--- src/rtl/core/assert_macros.svh ---
// assertion macros for the rtl of the lms adaptive filter
// no dependencies; include by bare file name
`ifndef ASSERT_MACROS_SVH
`define ASSERT_MACROS_SVH

// same-cycle implication, disabled in reset
`define ASSERT_IMPLIES(label, clk, rst, ante, cons, msg) \
  label: assert property (@(posedge clk) disable iff (rst) (ante) |-> (cons)) else $error(msg);

// next-cycle implication, disabled in reset
`define ASSERT_NEXT(label, clk, rst, ante, cons, msg) \
  label: assert property (@(posedge clk) disable iff (rst) (ante) |=> (cons)) else $error(msg);

`endif

--- src/rtl/core/lms_pkg.sv ---
// shared widths, register codes and multiplier op codes for the lms adaptive filter
// no dependencies; used by lms_mac, lms_seq and lms_adaptive_filter
package lms_pkg;

  localparam int TAP_W   = 16;
  localparam int W_W     = 24;
  localparam int ERR_W   = 18;
  localparam int SQ_W    = 32;
  localparam int STEP_W  = 16;
  localparam int REF_W   = 16;
  localparam int DIFF_W  = 25;
  localparam int EXR_W   = 25;
  localparam int ME_W    = 35;
  localparam int MUL_A_W = 36;
  localparam int MUL_B_W = 26;
  localparam int PROD_W  = MUL_A_W + MUL_B_W;

  localparam int FRAC_SHIFT = 20;
  localparam int DEV_SHIFT  = 16;

  localparam int CFG_IDX_W  = 1;
  localparam int CFG_DATA_W = 16;
  localparam logic [CFG_IDX_W-1:0] CFG_STEP_SIZE  = 1'd0;
  localparam logic [CFG_IDX_W-1:0] CFG_REF_WEIGHT = 1'd1;

  localparam logic [STEP_W-1:0]       RST_STEP_SIZE  = 16'd328;
  localparam logic signed [REF_W-1:0] RST_REF_WEIGHT = 16'sd2253;

  typedef enum logic [2:0] {
    OP_NOP,
    OP_Y,
    OP_EX,
    OP_DEV,
    OP_SQE,
    OP_SQX,
    OP_MU,
    OP_UPD
  } op_t;

endpackage

--- src/rtl/core/lms_mac.sv ---
// shared signed multiplier with registered product and op tag
// depends on lms_pkg
module lms_mac #(
  parameter int TIDX_W = 2
) (
  input  logic                                clk,
  input  logic                                rst,
  input  lms_pkg::op_t                        op,
  input  logic [TIDX_W-1:0]                   tap,
  input  logic signed [lms_pkg::MUL_A_W-1:0]  a,
  input  logic signed [lms_pkg::MUL_B_W-1:0]  b,
  output lms_pkg::op_t                        op_q,
  output logic [TIDX_W-1:0]                   tap_q,
  output logic signed [lms_pkg::PROD_W-1:0]   prod
);

  always_ff @(posedge clk) begin
    if (rst) begin
      op_q <= lms_pkg::OP_NOP;
    end else begin
      op_q <= op;
    end
    tap_q <= tap;
    prod  <= lms_pkg::PROD_W'(a) * lms_pkg::PROD_W'(b);
  end

endmodule

--- src/rtl/core/lms_seq.sv ---
// sequencer that issues the multiplier ops for each word one per cycle, with a gap step before the update
// depends on lms_pkg
module lms_seq #(
  parameter int TAPS   = 4,
  parameter int TIDX_W = 2
) (
  input  logic              clk,
  input  logic              rst,
  input  logic              start,
  input  logic              out_free,
  output lms_pkg::op_t      op,
  output logic [TIDX_W-1:0] tap,
  output logic              idle,
  output logic              finish
);

  typedef enum logic [3:0] {
    S_IDLE,
    S_Y,
    S_EX,
    S_DEV,
    S_SQE,
    S_SQX,
    S_MU,
    S_GAP,
    S_UPD,
    S_DRAIN,
    S_OUT
  } state_t;

  state_t            state;
  logic [TIDX_W-1:0] cnt;
  logic              last;

  assign last   = (cnt == TIDX_W'(TAPS - 1));
  assign tap    = cnt;
  assign idle   = (state == S_IDLE);
  assign finish = (state == S_OUT) && out_free;

  always_comb begin
    case (state)
      S_Y:     op = lms_pkg::OP_Y;
      S_EX:    op = lms_pkg::OP_EX;
      S_DEV:   op = lms_pkg::OP_DEV;
      S_SQE:   op = lms_pkg::OP_SQE;
      S_SQX:   op = lms_pkg::OP_SQX;
      S_MU:    op = lms_pkg::OP_MU;
      S_UPD:   op = lms_pkg::OP_UPD;
      default: op = lms_pkg::OP_NOP;
    endcase
  end

  always_ff @(posedge clk) begin
    if (rst) begin
      state <= S_IDLE;
      cnt   <= '0;
    end else begin
      case (state)
        S_IDLE: begin
          cnt <= '0;
          if (start) state <= S_Y;
        end
        S_Y: begin
          cnt <= last ? '0 : cnt + 1'b1;
          if (last) state <= S_EX;
        end
        S_EX: begin
          cnt <= last ? '0 : cnt + 1'b1;
          if (last) state <= S_DEV;
        end
        S_DEV: begin
          cnt <= last ? '0 : cnt + 1'b1;
          if (last) state <= S_SQE;
        end
        S_SQE: state <= S_SQX;
        S_SQX: state <= S_MU;
        S_MU:  state <= S_GAP;
        S_GAP: begin
          cnt   <= '0;
          state <= S_UPD;
        end
        S_UPD: begin
          cnt <= last ? '0 : cnt + 1'b1;
          if (last) state <= S_DRAIN;
        end
        S_DRAIN: state <= S_OUT;
        S_OUT: begin
          if (out_free) state <= S_IDLE;
        end
        default: state <= S_IDLE;
      endcase
    end
  end

endmodule

--- src/rtl/core/lms_adaptive_filter.sv ---
// lms adaptive filter top level: registers, operand select, accumulators, weight update
// depends on lms_pkg, lms_seq, lms_mac and assert_macros.svh
//
// channel  dir  handshake          payload
// s_*      in   s_tvalid/s_tready  s_tdata taps and desired, s_tuser restart
// m_*      out  m_tvalid/m_tready  m_tdata errors, squares, new weights
// cfg_*    in   cfg_wr_en          cfg_index, cfg_wr_data
//
// a word's products go one per cycle through the single shared 36x26 multiplier
// outside the gap and drain steps; s_tready is high only when idle
// the result register lets the next word be accepted while a result waits;
// a finished word holds in its last step until the result register is free
// reset is synchronous; weights clear to zero, registers take their defaults
`include "assert_macros.svh"

module lms_adaptive_filter #(
  parameter int TAPS = 4
) (
  input  logic                                 clk,
  input  logic                                 rst,
  // taps 0 .. TAPS-1, then desired
  input  logic [(TAPS+1)*lms_pkg::TAP_W-1:0]   s_tdata,
  // restart
  input  logic [0:0]                           s_tuser,
  input  logic                                 s_tvalid,
  output logic                                 s_tready,
  // error_value, error_squared, excess_squared, deviation_squared,
  // weight_0 .. weight_(TAPS-1), zero pad
  output logic [((114+24*TAPS+7)/8)*8-1:0]     m_tdata,
  output logic                                 m_tvalid,
  input  logic                                 m_tready,
  input  logic                                 cfg_wr_en,
  input  logic [lms_pkg::CFG_IDX_W-1:0]        cfg_index,
  input  logic [lms_pkg::CFG_DATA_W-1:0]       cfg_wr_data
);

  localparam int TIDX_W   = (TAPS > 1) ? $clog2(TAPS) : 1;
  localparam int GROW     = $clog2(TAPS) + 1;
  localparam int ACC_Y_W  = 40 + GROW;
  localparam int ACC_X_W  = 41 + GROW;
  localparam int ACC_D_W  = 50 + GROW;
  localparam int YR_W     = ACC_Y_W + 1 - lms_pkg::FRAC_SHIFT;
  localparam int EF_W     = YR_W + 1;
  localparam int DR_W     = lms_pkg::PROD_W + 1 - lms_pkg::FRAC_SHIFT;
  localparam int DV_W     = ACC_D_W + 1 - lms_pkg::DEV_SHIFT;
  localparam int OUT_BITS = 18 + 3 * 32 + TAPS * 24;
  localparam int OUT_W    = ((OUT_BITS + 7) / 8) * 8;
  localparam int W_OFF    = lms_pkg::ERR_W + 3 * lms_pkg::SQ_W;

  localparam logic signed [ACC_Y_W:0] RND_Y = (ACC_Y_W + 1)'(2 ** (lms_pkg::FRAC_SHIFT - 1));
  localparam logic signed [ACC_X_W:0] RND_X = (ACC_X_W + 1)'(2 ** (lms_pkg::FRAC_SHIFT - 1));
  localparam logic signed [ACC_D_W:0] RND_D = (ACC_D_W + 1)'(2 ** (lms_pkg::DEV_SHIFT - 1));
  localparam logic signed [lms_pkg::PROD_W:0] RND_P =
    (lms_pkg::PROD_W + 1)'(2 ** (lms_pkg::FRAC_SHIFT - 1));
  localparam logic signed [EF_W-1:0] ERR_MAX = EF_W'(2 ** (lms_pkg::ERR_W - 1) - 1);
  localparam logic signed [EF_W-1:0] ERR_MIN = EF_W'(-(2 ** (lms_pkg::ERR_W - 1)));
  localparam logic signed [DR_W:0]   W_MAX   = (DR_W + 1)'(2 ** (lms_pkg::W_W - 1) - 1);
  localparam logic signed [DR_W:0]   W_MIN   = (DR_W + 1)'(-(2 ** (lms_pkg::W_W - 1)));

  // configuration
  logic [lms_pkg::STEP_W-1:0]       step_size;
  logic signed [lms_pkg::REF_W-1:0] ref_weight;
  logic signed [lms_pkg::W_W-1:0]   ref20;

  // word and state
  logic signed [lms_pkg::TAP_W-1:0] taps [TAPS];
  logic signed [lms_pkg::TAP_W-1:0] desired;
  logic signed [lms_pkg::W_W-1:0]   weights [TAPS];

  // accumulators and intermediates
  logic signed [ACC_Y_W-1:0]        acc_y;
  logic signed [ACC_X_W-1:0]        acc_ex;
  logic signed [ACC_D_W-1:0]        acc_dev;
  logic signed [lms_pkg::ERR_W-1:0] err;
  logic signed [lms_pkg::EXR_W-1:0] exr;
  logic signed [lms_pkg::ME_W-1:0]  me;
  logic [lms_pkg::SQ_W-1:0]         esq;
  logic [lms_pkg::SQ_W-1:0]         xsq;

  logic [OUT_W-1:0]                 out_data;
  logic                             out_valid;

  // control
  logic                             accept;
  logic                             seq_idle;
  logic                             seq_finish;
  logic                             out_free;
  lms_pkg::op_t                     mac_op;
  lms_pkg::op_t                     mac_op_q;
  logic [TIDX_W-1:0]                mac_tap;
  logic [TIDX_W-1:0]                mac_tap_q;
  logic signed [lms_pkg::MUL_A_W-1:0] mul_a;
  logic signed [lms_pkg::MUL_B_W-1:0] mul_b;
  logic signed [lms_pkg::PROD_W-1:0]  prod;

  // combinational helpers
  logic signed [lms_pkg::TAP_W-1:0]  u_sel;
  logic signed [lms_pkg::W_W-1:0]    w_sel;
  logic signed [lms_pkg::DIFF_W-1:0] diff_sel;
  logic signed [ACC_Y_W:0]           y_sum;
  logic signed [YR_W-1:0]            y_rnd;
  logic signed [EF_W-1:0]            e_full;
  logic signed [lms_pkg::ERR_W-1:0]  e_sat;
  logic signed [ACC_X_W:0]           x_sum;
  logic signed [ACC_D_W:0]           dv_sum;
  logic [DV_W-1:0]                   dv_rnd;
  logic [lms_pkg::SQ_W-1:0]          dev_sat;
  logic [lms_pkg::SQ_W-1:0]          sq_sat;
  logic signed [lms_pkg::PROD_W:0]   d_sum;
  logic signed [DR_W-1:0]            d_rnd;
  logic signed [lms_pkg::W_W-1:0]    w_upd_old;
  logic signed [DR_W:0]              w_sum;
  logic signed [lms_pkg::W_W-1:0]    w_upd;
  logic [OUT_W-1:0]                  out_next;

  assign accept   = s_tvalid && s_tready;
  assign s_tready = seq_idle;
  assign out_free = !out_valid || m_tready;
  assign m_tvalid = out_valid;
  assign m_tdata  = out_data;
  assign ref20    = {ref_weight, 8'h00};

  lms_seq #(
    .TAPS   (TAPS),
    .TIDX_W (TIDX_W)
  ) u_seq (
    .clk      (clk),
    .rst      (rst),
    .start    (accept),
    .out_free (out_free),
    .op       (mac_op),
    .tap      (mac_tap),
    .idle     (seq_idle),
    .finish   (seq_finish)
  );

  lms_mac #(
    .TIDX_W (TIDX_W)
  ) u_mac (
    .clk   (clk),
    .rst   (rst),
    .op    (mac_op),
    .tap   (mac_tap),
    .a     (mul_a),
    .b     (mul_b),
    .op_q  (mac_op_q),
    .tap_q (mac_tap_q),
    .prod  (prod)
  );

  // operand select
  assign u_sel    = taps[mac_tap];
  assign w_sel    = weights[mac_tap];
  assign diff_sel = lms_pkg::DIFF_W'(ref20) - lms_pkg::DIFF_W'(w_sel);

  always_comb begin
    case (mac_op)
      lms_pkg::OP_Y: begin
        mul_a = lms_pkg::MUL_A_W'(u_sel);
        mul_b = lms_pkg::MUL_B_W'(w_sel);
      end
      lms_pkg::OP_EX: begin
        mul_a = lms_pkg::MUL_A_W'(u_sel);
        mul_b = lms_pkg::MUL_B_W'(diff_sel);
      end
      lms_pkg::OP_DEV: begin
        mul_a = lms_pkg::MUL_A_W'(diff_sel);
        mul_b = lms_pkg::MUL_B_W'(diff_sel);
      end
      lms_pkg::OP_SQE: begin
        mul_a = lms_pkg::MUL_A_W'(err);
        mul_b = lms_pkg::MUL_B_W'(err);
      end
      lms_pkg::OP_SQX: begin
        mul_a = lms_pkg::MUL_A_W'(exr);
        mul_b = lms_pkg::MUL_B_W'(exr);
      end
      lms_pkg::OP_MU: begin
        mul_a = lms_pkg::MUL_A_W'(err);
        mul_b = lms_pkg::MUL_B_W'(step_size);
      end
      lms_pkg::OP_UPD: begin
        mul_a = lms_pkg::MUL_A_W'(me);
        mul_b = lms_pkg::MUL_B_W'(u_sel);
      end
      default: begin
        mul_a = '0;
        mul_b = '0;
      end
    endcase
  end

  // error from the filter output, round half up then saturate
  assign y_sum  = (ACC_Y_W + 1)'(acc_y) + RND_Y;
  assign y_rnd  = y_sum[ACC_Y_W:lms_pkg::FRAC_SHIFT];
  assign e_full = EF_W'(desired) - EF_W'(y_rnd);
  assign e_sat  = (e_full > ERR_MAX) ? lms_pkg::ERR_W'(ERR_MAX) :
                  (e_full < ERR_MIN) ? lms_pkg::ERR_W'(ERR_MIN) :
                  e_full[lms_pkg::ERR_W-1:0];

  assign x_sum  = (ACC_X_W + 1)'(acc_ex) + RND_X;

  // deviation sum is never negative
  assign dv_sum  = (ACC_D_W + 1)'(acc_dev) + RND_D;
  assign dv_rnd  = dv_sum[ACC_D_W:lms_pkg::DEV_SHIFT];
  assign dev_sat = (|dv_rnd[DV_W-1:lms_pkg::SQ_W]) ? '1 : dv_rnd[lms_pkg::SQ_W-1:0];

  // squares are never negative
  assign sq_sat = (|prod[lms_pkg::PROD_W-1:lms_pkg::SQ_W]) ? '1 : prod[lms_pkg::SQ_W-1:0];

  // weight update
  assign d_sum     = (lms_pkg::PROD_W + 1)'(prod) + RND_P;
  assign d_rnd     = d_sum[lms_pkg::PROD_W:lms_pkg::FRAC_SHIFT];
  assign w_upd_old = weights[mac_tap_q];
  assign w_sum     = (DR_W + 1)'(d_rnd) + (DR_W + 1)'(w_upd_old);
  assign w_upd     = (w_sum > W_MAX) ? lms_pkg::W_W'(W_MAX) :
                     (w_sum < W_MIN) ? lms_pkg::W_W'(W_MIN) :
                     w_sum[lms_pkg::W_W-1:0];

  always_comb begin
    out_next = '0;
    out_next[lms_pkg::ERR_W-1:0] = err;
    out_next[lms_pkg::ERR_W +: lms_pkg::SQ_W] = esq;
    out_next[lms_pkg::ERR_W + lms_pkg::SQ_W +: lms_pkg::SQ_W] = xsq;
    out_next[lms_pkg::ERR_W + 2 * lms_pkg::SQ_W +: lms_pkg::SQ_W] = dev_sat;
    for (int i = 0; i < TAPS; i++) begin
      out_next[W_OFF + i * lms_pkg::W_W +: lms_pkg::W_W] = weights[i];
    end
  end

  // configuration registers
  always_ff @(posedge clk) begin
    if (rst) begin
      step_size  <= lms_pkg::RST_STEP_SIZE;
      ref_weight <= lms_pkg::RST_REF_WEIGHT;
    end else if (cfg_wr_en) begin
      case (cfg_index)
        lms_pkg::CFG_STEP_SIZE:  step_size  <= cfg_wr_data;
        lms_pkg::CFG_REF_WEIGHT: ref_weight <= cfg_wr_data;
        default: ;
      endcase
    end
  end

  // input word capture
  always_ff @(posedge clk) begin
    if (accept) begin
      for (int i = 0; i < TAPS; i++) begin
        taps[i] <= s_tdata[i * lms_pkg::TAP_W +: lms_pkg::TAP_W];
      end
      desired <= s_tdata[TAPS * lms_pkg::TAP_W +: lms_pkg::TAP_W];
    end
  end

  // weights
  always_ff @(posedge clk) begin
    if (rst) begin
      for (int i = 0; i < TAPS; i++) begin
        weights[i] <= '0;
      end
    end else if (accept && s_tuser[0]) begin
      for (int i = 0; i < TAPS; i++) begin
        weights[i] <= '0;
      end
    end else if (mac_op_q == lms_pkg::OP_UPD) begin
      weights[mac_tap_q] <= w_upd;
    end
  end

  // accumulators and products
  always_ff @(posedge clk) begin
    err <= e_sat;
    exr <= x_sum[lms_pkg::FRAC_SHIFT +: lms_pkg::EXR_W];
    if (accept) begin
      acc_y   <= '0;
      acc_ex  <= '0;
      acc_dev <= '0;
    end else begin
      case (mac_op_q)
        lms_pkg::OP_Y:   acc_y   <= acc_y + prod[ACC_Y_W-1:0];
        lms_pkg::OP_EX:  acc_ex  <= acc_ex + prod[ACC_X_W-1:0];
        lms_pkg::OP_DEV: acc_dev <= acc_dev + prod[ACC_D_W-1:0];
        lms_pkg::OP_SQE: esq     <= sq_sat;
        lms_pkg::OP_SQX: xsq     <= sq_sat;
        lms_pkg::OP_MU:  me      <= prod[lms_pkg::ME_W-1:0];
        default: ;
      endcase
    end
  end

  // result register
  always_ff @(posedge clk) begin
    if (rst) begin
      out_valid <= 1'b0;
    end else if (seq_finish) begin
      out_valid <= 1'b1;
    end else if (m_tready) begin
      out_valid <= 1'b0;
    end
    if (seq_finish) begin
      out_data <= out_next;
    end
  end

  `ASSERT_IMPLIES(a_idle_no_op, clk, rst, s_tready, mac_op == lms_pkg::OP_NOP, "multiplier op issued while idle")
  `ASSERT_NEXT(a_busy_after_accept, clk, rst, accept, !s_tready, "ready stayed high after accept")
  `ASSERT_NEXT(a_finish_sets_valid, clk, rst, seq_finish, m_tvalid, "finished word did not reach output")
  `ASSERT_IMPLIES(a_finish_when_free, clk, rst, seq_finish, out_free, "result loaded over a pending word")

endmodule

--- config.mk ---
export PLATFORM = sky130hd
export DESIGN_NAME = lms_adaptive_filter
export DESIGN_NICKNAME = d
export VERILOG_FILES = /design/src/rtl/core/lms_pkg.sv /design/src/rtl/core/lms_mac.sv /design/src/rtl/core/lms_seq.sv /design/src/rtl/core/lms_adaptive_filter.sv
export VERILOG_INCLUDE_DIRS = /design/src /design/src/rtl/core
export SDC_FILE = /design/constraint.sdc
export NUM_CORES = 2
export LEC_CHECK = 0
export ABC_CLOCK_PERIOD_IN_PS = 16800
export BUFFER_PORTS_ARGS = -buffer_cell sky130_fd_sc_hd__clkbuf_2
export CAP_MARGIN = 30
export CORE_ASPECT_RATIO = 0.8
export CORE_MARGIN = 2
export CORE_UTILIZATION = 30
export DETAILED_ROUTE_END_ITERATION = 7
export GPL_TIMING_DRIVEN = 0
export PLACE_DENSITY = 0.53
export SLEW_MARGIN = 20
export SYNTH_ARGS = -nofsm -noshare
export SYNTH_HDL_FRONTEND = slang
export SYNTH_SLANG_ARGS = --single-unit
--- constraint.sdc ---
create_clock -name clk -period 16.8 [get_ports clk]
set_input_delay 4.2 -clock clk [delete_from_list [all_inputs] [get_ports clk]]
set_output_delay 4.2 -clock clk [all_outputs]
set_load 0.05 [all_outputs]
==> impl_metrics.toml <==
[run_status]
status = "finished, final reports clean"

[critical_path]
crit_path_most_repeated_cell = "sky130_fd_sc_hd__fa_1"
arrival_ns = 15.58
critPathMaxFanout = 10
critPathKind = "reg2reg"
cp_slowest_stage_delay_ns = 0.69
cpMaxStageDelayCell = "sky130_fd_sc_hd__a31oi_1"
worst_path_required_ns = 17.35
count_of_buffer_and_inverter_cells_on_the_critical_path = 12
crit_path_start_kind = "register"
critPathCaptureType = "register"
crit_family = "adder cells"

[placement]
place_inst = 11100
gpl.final_weighted_congestion = 1.01
count_of_buffers_inserted_at_the_top_level_ports = 313
detailed_place_hpwl_um = 243000

[route]
drc = 0
detail-route-antenna-nets = 0
routed_wl_um = 293000
avgViaCountPerCell = 5.25
dr.first_iter.drc_count = 6775
detailroute.via_count = 59200
drt_pass1_iterations = 6
avgRoutedWirePerCell_um = 26.0

[logic_synthesis]
yosysMostFrequentCell = "sky130_fd_sc_hd__nand2_1"
mappedNetlistArea_um2 = 72800
ys_dominant_reg_cell = "sky130_fd_sc_hd__edfxtp_1"
post_synth_main_area_contributors = "sky130_fd_sc_hd__fa_1, sky130_fd_sc_hd__edfxtp_1, sky130_fd_sc_hd__dfxtp_1"
synth-async-reset-ratio = 0
postSynthCellCount = 7550
synth.ff_latch_count = 776
synth_top_cell_area_share = 0.258
avgSynthCellArea_um2 = 9.64
largest_area_contributor_in_the_netlist = "sky130_fd_sc_hd__fa_1"
synth-edff-count = 485
fraction_of_the_yosys_area_taken_by_sequential_cells = 0.280
netlist_top_cells_count = "sky130_fd_sc_hd__nand2_1, sky130_fd_sc_hd__inv_1, sky130_fd_sc_hd__fa_1, sky130_fd_sc_hd__nor2_1, sky130_fd_sc_hd__edfxtp_1"
post_synth_num_cell_types = 93
ys.warnings.count = 0

[final_layout]
num-nets-final = 9465
fill_cells = 24800
multiInputGateArea_um2 = 47100
post_route_cells_drive_above_1_share = 0.0932
area_growth_pct = 13.1
layoutNonFillerInstCount = 11300
layout.area.seq_um2 = 20400

[cts]
clock_insertion_delay_worst_skew_ns = 0.73
post_cts_setup_repair_bufs = 0
cts.hold.buffers_added = 0
cts.path.max_buffers = 3
numCtsBuffers = 78
cts.clk_slew.worst_paths_ns = 0.06
clkSinkCount = 776
cts.repair.resized = 0
htree_num_levels = 3
clk_root_buffer_cell = "sky130_fd_sc_hd__clkbuf_16"
cts_tree = "done"

[floorplan]
boundaryPins = 321
row_count = 161
floorplan.initialDensity = 0.302
core_region_area_um2 = 241000
die-height_um = 444
die_width_um = 555
die_outline_area_um2 = 246000

[sta]
grt_setup_unrepaired = "false"
maxSlewHeadroom = 0.218
tightestPinTransition_ns = 1.17
fmax_mhz = 66.5
final_hold_viol_count = 0
slew_violations = 0
layout_worst_path_cycle_share = 0.895
fin_worst_hold_slack_ns = 0.391
fin_crit_ns = 15.03
finClkSkew_ns = 0.0734
timing.final.setup_violations = 0

[global_routing]
grt.total_usage = 0.234
antenna_found_initial = 27
grt_pass1_vias = 58000
gr-total-overflow = 0
grt_start_max_net_pins = 48
grt_first_pass_wirelength_um = 419000

[flow_run]
timing.max_cap.violations = 0

[worst_hold_path]
worst_hold_path_type = "reg2reg"
[placed cells by master, fill, tap and decap left out, types with 80 or more instances in the layout]
| cell | Yosys | routed |
|---|---|---|
| sky130_fd_sc_hd__a21o_1 | 154 | 154 |
| sky130_fd_sc_hd__a21oi_1 | 402 | 396 |
| sky130_fd_sc_hd__and2_1 | 80 | 80 |
| sky130_fd_sc_hd__clkbuf_1 | 275 | 281 |
| sky130_fd_sc_hd__clkbuf_2 | 0 | 321 |
| sky130_fd_sc_hd__dfxtp_1 | 291 | 278 |
| sky130_fd_sc_hd__edfxtp_1 | 485 | 485 |
| sky130_fd_sc_hd__fa_1 | 939 | 939 |
| sky130_fd_sc_hd__ha_1 | 392 | 392 |
| sky130_fd_sc_hd__inv_1 | 1090 | 1090 |
| sky130_fd_sc_hd__nand2_1 | 1158 | 1154 |
| sky130_fd_sc_hd__nand3_1 | 118 | 118 |
| sky130_fd_sc_hd__nor2_1 | 488 | 486 |
| sky130_fd_sc_hd__o21ai_0 | 259 | 259 |
| sky130_fd_sc_hd__xnor2_1 | 219 | 219 |
| sky130_fd_sc_hd__xor2_1 | 136 | 136 |
[worst reg2reg max path: cells and delay by family, from the launching register on]
kind                       cells  cell delay, ns
xor gates and xnor gates       1            0.16
AOI/OAI and AO/OA             12            3.89
adders and majority gates      9            4.28
muxes                          1            0.54
DFF                            1            0.48
and+or+nand+nor                8            2.08
buffers and inverters         12            3.48
[per-layer routing]
metal  GRT usage  wire length (µm)
met5           0                13
met4      0.0666              9370
met3      0.0563             30000
met2       0.332            120000
met1       0.350            134000
[final cells by class]
cell class,count,share of cell area
inverters,1093,0.0498
diodes,8,0.000243
multi-input cells,5356,0.572
well taps,3178,0.0483
clock inverters,44,0.00617
clock buffers,102,0.0259
flip-flops and latches,776,0.248
plain buffers,330,0.0165
repair buffers,396,0.0330
[cells by family (layout without fill, tap and decap cells)]
| family | count (synthesis) | count (layout) | share of synthesized area |
|---|---|---|---|
| other | 1 | 14 | 0.0000515 |
| muxes | 92 | 92 | 0.0238 |
| adders and majority gates | 1331 | 1331 | 0.326 |
| AOI/OAI and AO/OA | 1262 | 1262 | 0.111 |
| xor gates and xnor gates | 356 | 356 | 0.0430 |
| DFF | 776 | 776 | 0.280 |
| and+or+nand+nor | 2309 | 2309 | 0.141 |
| buffers and inverters | 1423 | 1965 | 0.0748 |
[state kept, by name (all words and copies together) (netlist names), named ones only]
signal and count:
xsq 32, err 18, u_seq.tap 2, u_mac.prod 62
exr 25, taps 64, u_mac.op_q 3, ref_weight 16
esq 32, m_tdata 210, acc_ex 44, u_seq.state 4
step_size 16, acc_y 43, m_tvalid 1, weights 96
u_mac.tap_q 2, me 35, desired 16, acc_dev 53
[metrics by stage]
stage / TNS [ns] / utilization / setup slack, ns / instance area (µm²)
global placement: -151.81 / 0.325 / -0.800 / 78300
CTS: 0 / 0.341 / 1.99 / 82100
global route: 0 / 0.342 / 1.30 / 82300
finish: 0 / 0.342 / 1.77 / 82300
detailed placement: 0 / 0.330 / 2.09 / 79500
floorplan: 0 / - / 3.08 / 72800
[worst paths after layout]
| kind | startpoint | to | slack (ns) | depth (start not counted) |
|---|---|---|---|---|
| max | register | u_mac.prod[58] | 1.77 | 43 |
| min | u_seq.tap[1] | u_mac.tap_q[1] | 0.39 | 0 |
| max reg2reg | register | u_mac.prod[58] | 1.77 | 43 |
| min reg2reg | u_seq.tap[1] | u_mac.tap_q[1] | 0.39 | 0 |
Power is left out: the tool's default activity adds up to more than one toggle a clock period on the data nets, which glitch-free logic cannot reach.
